`config.mk`:
```
export PLATFORM = sky130hd
export DESIGN_NAME = lsmp_controller
export DESIGN_NICKNAME = d
export VERILOG_FILES = /design/src/hw/rtl/lsmp_pkg.sv /design/src/hw/rtl/lucas_sequence_mod_power_core.sv
export SDC_FILE = /design/constraint.sdc
export NUM_CORES = 1
export LEC_CHECK = 0
export ABC_AREA = 1
export BUFFER_PORTS_ARGS = -buffer_cell sky130_fd_sc_hd__buf_2
export CAP_MARGIN = 25
export CORE_AREA = 2 2 39 41
export CTS_CLUSTER_SIZE = 10
export DETAILED_ROUTE_END_ITERATION = 8
export DIE_AREA = 0 0 41 43
export GPL_TIMING_DRIVEN = 0
export PLACE_DENSITY_LB_ADDON = 0.2
export SYNTH_ARGS = -nofsm -noshare
export SYNTH_HDL_FRONTEND = slang
export SYNTH_SLANG_ARGS = --single-unit
```
`constraint.sdc`:
```
create_clock -name clk -period 2.9 [get_ports clk]
set_clock_uncertainty 0.2 [all_clocks]
set_input_delay 0.29 -clock clk [delete_from_list [all_inputs] [get_ports clk]]
set_output_delay 0.29 -clock clk [all_outputs]
set_load 0.1 [all_outputs]
```
`src/hw/rtl/lsmp_pkg.sv`:
```
// Shared types and constants for the Lucas sequence modular power core.
`default_nettype none
package lsmp_pkg;

  typedef enum logic [2:0] {
    ST_IDLE,
    ST_RED,
    ST_SETUP,
    ST_BIT,
    ST_OPERAND,
    ST_MUL,
    ST_FIN,
    ST_OUT
  } state_t;

  // datapath operations issued by the controller
  typedef enum logic [2:0] {
    OP_NONE,
    OP_LOAD,
    OP_RED_STEP,
    OP_SETUP,
    OP_MUL_START,
    OP_MUL_STEP,
    OP_MUL_WB,
    OP_FINAL
  } op_t;

  // product select: multiply pairs, square pairs, then the two final products
  typedef logic [4:0] sel_t;

  typedef struct packed {
    op_t  op;
    sel_t prod_sel;
  } cmd_t;

  typedef struct packed {
    logic red_last;
    logic mul_done;
    logic exp_zero;
    logic exp_bit;
    logic skip_pow;
  } status_t;

  localparam sel_t SEL_MUL_FIRST = 5'd0;
  localparam sel_t SEL_MUL_LAST  = 5'd7;
  localparam sel_t SEL_SQR_FIRST = 5'd8;
  localparam sel_t SEL_SQR_LAST  = 5'd15;
  localparam sel_t SEL_FIN_FIRST = 5'd16;
  localparam sel_t SEL_FIN_LAST  = 5'd17;

  // configuration register indexes
  localparam logic CFG_MODULUS = 1'b0;
  localparam logic CFG_EVEN    = 1'b1;

  localparam logic [63:0] MODULUS_RESET = 64'd7528443412579576937;

endpackage
`default_nettype wire

```
`src/hw/rtl/lucas_sequence_mod_power_core.sv`:
```
// Top level of the Lucas sequence modular power core, with its controller.
`default_nettype none


module lsmp_controller (
  input  wire               clk,
  input  wire               rst_n,
  input  wire               start,
  input  lsmp_pkg::status_t status,
  output lsmp_pkg::cmd_t    cmd,
  output logic              busy,
  output logic              out_valid
);

  lsmp_pkg::state_t state_r, state_nxt;
  lsmp_pkg::sel_t   sel_r, sel_nxt;

  always_ff @(posedge clk) begin
    if (!rst_n) begin
      state_r <= lsmp_pkg::ST_IDLE;
      sel_r   <= lsmp_pkg::SEL_MUL_FIRST;
    end else begin
      state_r <= state_nxt;
      sel_r   <= sel_nxt;
    end
  end

  always_comb begin
    state_nxt    = state_r;
    sel_nxt      = sel_r;
    cmd.op       = lsmp_pkg::OP_NONE;
    cmd.prod_sel = sel_r;
    busy         = 1'b1;
    out_valid    = 1'b0;
    case (state_r)
      lsmp_pkg::ST_IDLE: begin
        busy = 1'b0;
        if (start) begin
          cmd.op    = lsmp_pkg::OP_LOAD;
          state_nxt = lsmp_pkg::ST_RED;
        end
      end
      lsmp_pkg::ST_RED: begin
        cmd.op = lsmp_pkg::OP_RED_STEP;
        if (status.red_last) state_nxt = lsmp_pkg::ST_SETUP;
      end
      lsmp_pkg::ST_SETUP: begin
        cmd.op    = lsmp_pkg::OP_SETUP;
        state_nxt = status.skip_pow ? lsmp_pkg::ST_FIN : lsmp_pkg::ST_BIT;
      end
      lsmp_pkg::ST_BIT: begin
        // multiply on a set bit, square always, finish once the exponent runs out
        if (status.exp_zero) sel_nxt = lsmp_pkg::SEL_FIN_FIRST;
        else if (status.exp_bit) sel_nxt = lsmp_pkg::SEL_MUL_FIRST;
        else sel_nxt = lsmp_pkg::SEL_SQR_FIRST;
        state_nxt = lsmp_pkg::ST_OPERAND;
      end
      lsmp_pkg::ST_OPERAND: begin
        cmd.op    = lsmp_pkg::OP_MUL_START;
        state_nxt = lsmp_pkg::ST_MUL;
      end
      lsmp_pkg::ST_MUL: begin
        if (!status.mul_done) begin
          cmd.op = lsmp_pkg::OP_MUL_STEP;
        end else begin
          cmd.op = lsmp_pkg::OP_MUL_WB;
          if (sel_r == lsmp_pkg::SEL_FIN_LAST) begin
            state_nxt = lsmp_pkg::ST_FIN;
          end else if (sel_r == lsmp_pkg::SEL_SQR_LAST) begin
            state_nxt = lsmp_pkg::ST_BIT;
          end else begin
            sel_nxt   = sel_r + 5'd1;
            state_nxt = lsmp_pkg::ST_OPERAND;
          end
        end
      end
      lsmp_pkg::ST_FIN: begin
        cmd.op    = lsmp_pkg::OP_FINAL;
        state_nxt = lsmp_pkg::ST_OUT;
      end
      lsmp_pkg::ST_OUT: begin
        out_valid = 1'b1;
        state_nxt = lsmp_pkg::ST_IDLE;
      end
      default: state_nxt = lsmp_pkg::ST_IDLE;
    endcase
  end

endmodule
`default_nettype wire

```
* Yosys cells after proc, flatten, opt, wreduce, memory -nomap -nowiden
Index checks and enable logic that the tools add are counted.
** Operators by class
- Multiplexer cells :: 18
- Add/subtract/negate cells :: 1
- Equality and inequality tests :: 14
- Reduce and logical (&&, ||, !) cells :: 4
** Operators with widths (number)
- 3-bit case mux with 8 select lines :: 1
- 5-bit 2-to-1 mux :: 4
- 3-bit 2-to-1 mux :: 6
- 3-bit case mux with 6 select lines :: 1
- 3-bit equality test, second input constant :: 4
- 2-bit inequality test, second input constant :: 5
- 5-bit case mux with 2 select lines :: 1
- 3-bit by 2-bit equality test with 1-bit output, second input constant :: 2
- 5-bit by 1-bit adder with 5-bit output, second input constant :: 1
- 5-bit by 4-bit equality test with 1-bit output, second input constant :: 1
- 5-bit equality test, second input constant :: 1
- 4-bit 2-to-1 mux :: 1
- 4-bit AND reduction :: 1
- 3-bit by 1-bit equality test with 1-bit output, second input constant :: 1
- 3-bit zero test :: 1
- 1-bit 2-to-1 mux :: 3
- 3-bit AND reduction :: 1
- 2-bit 2-to-1 mux :: 1
- 2-bit nonzero test :: 1
** Storage, ports and cells
- Input bits :: 8
- Output and inout bits :: 10
- Bits in registers :: 8

* Logic depth before layout (Yosys ltp)
- Word-level depth :: 5
- Gate-level depth with buffers :: 11
- Depth with buffers taken out :: 11

* Least setup slack after synthesis
Ideal clock, no wire load.
- Path kind :: reg-to-output
- Start :: reg state_r[1]
- End :: out cmd[6] in the netlist's numbering
- Cell stages (with the launch flop) :: 4
- Data required time :: 2.410 ns
- Slack :: -0.254 ns
- Data arrival time :: 2.664 ns
- Buffers on the path :: 0
- Path through :: dfxtp_1 -> inv_2 -> nand2_1 -> o21ai_0
** RTL lines
- start, declared :: RTL line lucas_sequence_mod_power_core.sv:15 : lsmp_pkg::state_t state_r, state_nxt;
- start signal, assigned :: RTL line lucas_sequence_mod_power_core.sv:20 : state_r <= lsmp_pkg::ST_IDLE;
- start signal, assigned :: RTL line lucas_sequence_mod_power_core.sv:23 : state_r <= state_nxt;
- end, declared :: RTL line lucas_sequence_mod_power_core.sv:10 : output lsmp_pkg::cmd_t cmd,

==> impl_metrics.py <==
metrics = {
    "power_and_ir_drop": {
        "p_leak_uw": 0.000405,
        "ir_drop_mv": 0.381,
        "p_per_area_nw_per_um2": 560,
        "power_uw": 416,
    },
    "synth": {
        "yosysSeqAreaShare": 0.260,
        "syn_avg_cell_area_sq_um": 5.92,
        "syn_nets": 115,
        "synthCells": 104,
        "ys_seq_elements": 8,
        "yosysWarnings": 0,
        "ys_types": 15,
        "synth_area_sq_um": 616,
    },
    "global_routing": {
        "grt_use_met3": 0.0785,
        "grt_util_met2": 0.338,
        "grt.busiest_layer": "met2",
        "grt_pass1_vias": 579,
        "grt_max_degree": 10,
        "grt-ovfl-total": 0,
        "antenna_found_initial": 0,
        "grt_use_met1": 0.190,
        "grt_pass1_wl_um": 2280,
        "track_usage": 0.195,
    },
    "timing": {
        "worst_slew_pin_slew_ns": 0.487,
        "fmax_mhz": 448,
        "setup_slack_ns": 0.666,
        "tns_ns": 0,
        "slew_headroom": 0.678,
        "setup_viol": 0,
        "period_share": 0.770,
        "whs_ns": 0.0995,
        "fin_crit_ns": 2.23,
        "slew_viol_final": 0,
        "hold_violations": 0,
        "rsz0062_at_grt": "false",
    },
    "floorplan": {
        "die-area_sq_um": 1760,
        "num_rows": 14,
        "start_util": 0.445,
        "ios": 18,
        "die_y_um": 43,
        "core_area_sq_um": 1380,
        "die_w_um": 41,
    },
    "place": {
        "placed_cell_area_sq_um": 721,
        "buffer_ports.inserted": 17,
        "dp_slack_ns": 0.977,
        "hpwl_um": 1140,
        "gp_congestion": 0.823,
    },
    "drt": {
        "ant_nets": 0,
        "routed-via-count": 687,
        "drt_iter0_markers": 9,
        "drc": 0,
        "drtPass1Iterations": 4,
        "via_per_inst": 4.91,
        "finalWirelength_um": 1460,
        "routedWlPerCell_um": 10.4,
    },
    "setup_path": {
        "crit_type": "reg -> out",
        "critical_path.max_stage_delay_ns": 0.44,
        "cp-start-kind": "register",
        "slowest_stage": "dfxtp_1",
        "critPathMaxFanout": 9,
        "critPathBufInv": 2,
        "cp_data_arrival_time_ns": 1.74,
        "path_delay_family": "buffers and inverters",
        "cp_cell_sequence": "inv_2 -> nor2_1 -> nand2_1 -> a31oi_1 -> buf_2",
        "cp.required_ns": 2.41,
        "crit_path_end_kind": "output pin",
    },
    "cells_and_area": {
        "drive_gt1_frac": 0.250,
        "nets": 137,
        "final_cell_area_sq_um": 743,
        "syn2layout_area_growth_pct": 20.7,
        "antenna_cells": 0,
        "layout_common_cells": "nand2_1 (35), nor2_1 (17), buf_2 (17)",
        "n_fill_cell": 149,
        "final_common_cell": "nand2_1",
    },
    "clock_tree": {
        "cts_buffers": 3,
        "clock_latency_ns": 0.26,
        "clk_pin_slew_ns": 0.05,
        "post-cts-setup-buffers": 0,
        "cts_tree": "done",
        "h-tree-depth": 1,
        "clockRootBuffer": "clkbuf_4",
        "ctsHoldBuffers": 0,
        "clk_path_buf_depth": 2,
        "cts_resized": 0,
        "cts.sinks": 8,
    },
    "run": {
        "maxCapViolations": 0,
    },
    "hold_path": {
        "hold_class": "in -> reg",
    },
    "run_status": {
        "status": "completed",
    },
}
## where the power goes
part	switching [uW]	internal, uW	total [uW]
registers	11.5	118	130
clock network	40.3	47.5	87.8
logic	161	37.5	199
## cell usage after synthesis, drive strengths merged
cell   number  share of area
dfxtp       8           0.26
nand2      39           0.27
a21oi       4          0.033
inv        13          0.079
o21ai       4          0.033
ha          3          0.061
nand3       9          0.073
a31oi       2          0.020
nand4       2          0.020
nor2       20           0.15
## per-stage QoR
| step | instances | util |
|---|---|---|
| 2_1_floorplan | 104 | - |
| 3_3_place_gp | 137 | 0.521 |
| 3_5_place_dp | 137 | 0.521 |
| 4_1_cts | 140 | 0.537 |
| 5_1_grt | 140 | 0.537 |
| 6_report | 140 | 0.537 |
## flip-flops by register name, summed over array words and instances (netlist names)
register,cells
state_r,3
sel_r,5
## tightest hold or removal path, stage by stage
cell and delay, ns:
buf_2 0.13, nand2_1 0.07, nor2_1 0.03
## logic make-up after synthesis
| logic type | after synthesis | synth area share |
|---|---|---|
| DFF | 8 | 0.260 |
| AOI/OAI and AO/OA | 10 | 0.0854 |
| adders and majority gates | 3 | 0.0610 |
| buffers and inverters | 13 | 0.0793 |
| and+or+nand+nor | 70 | 0.514 |
## path summary, 6_finish.rpt
kind,start,end,slack (ns),depth (start not counted)
min reg2reg,sel_r[2]$_SDFFE_PN0P_,sel_r[2]$_SDFFE_PN0P_,0.35,2
max,state_r[2]$_SDFFE_PN0P_,cmd[5],0.67,5
max reg2reg,sel_r[0]$_SDFFE_PN0P_,sel_r[4]$_SDFFE_PN0P_,1.04,11
min,rst_n,sel_r[3]$_SDFFE_PN0P_,0.1,3
## per-layer routing
metal  wire length, um  vias to the layer above
met5                 0                        -
met4                25                        0
met3                88                        4
met2               702                       19
met1               643                      290
li1                  -                      374
## final cells by class
cell class / instances / area [sq um] / area share
multi-input combinational: 83 / 407 / 0.547
sequential: 8 / 160 / 0.215
timing repair buffer: 17 / 85.1 / 0.114
inverter: 13 / 48.8 / 0.0657
clock buffer: 3 / 22.5 / 0.0303
tap: 16 / 20.0 / 0.0269
No activity file was read; power rests on OpenSTA's default activity.
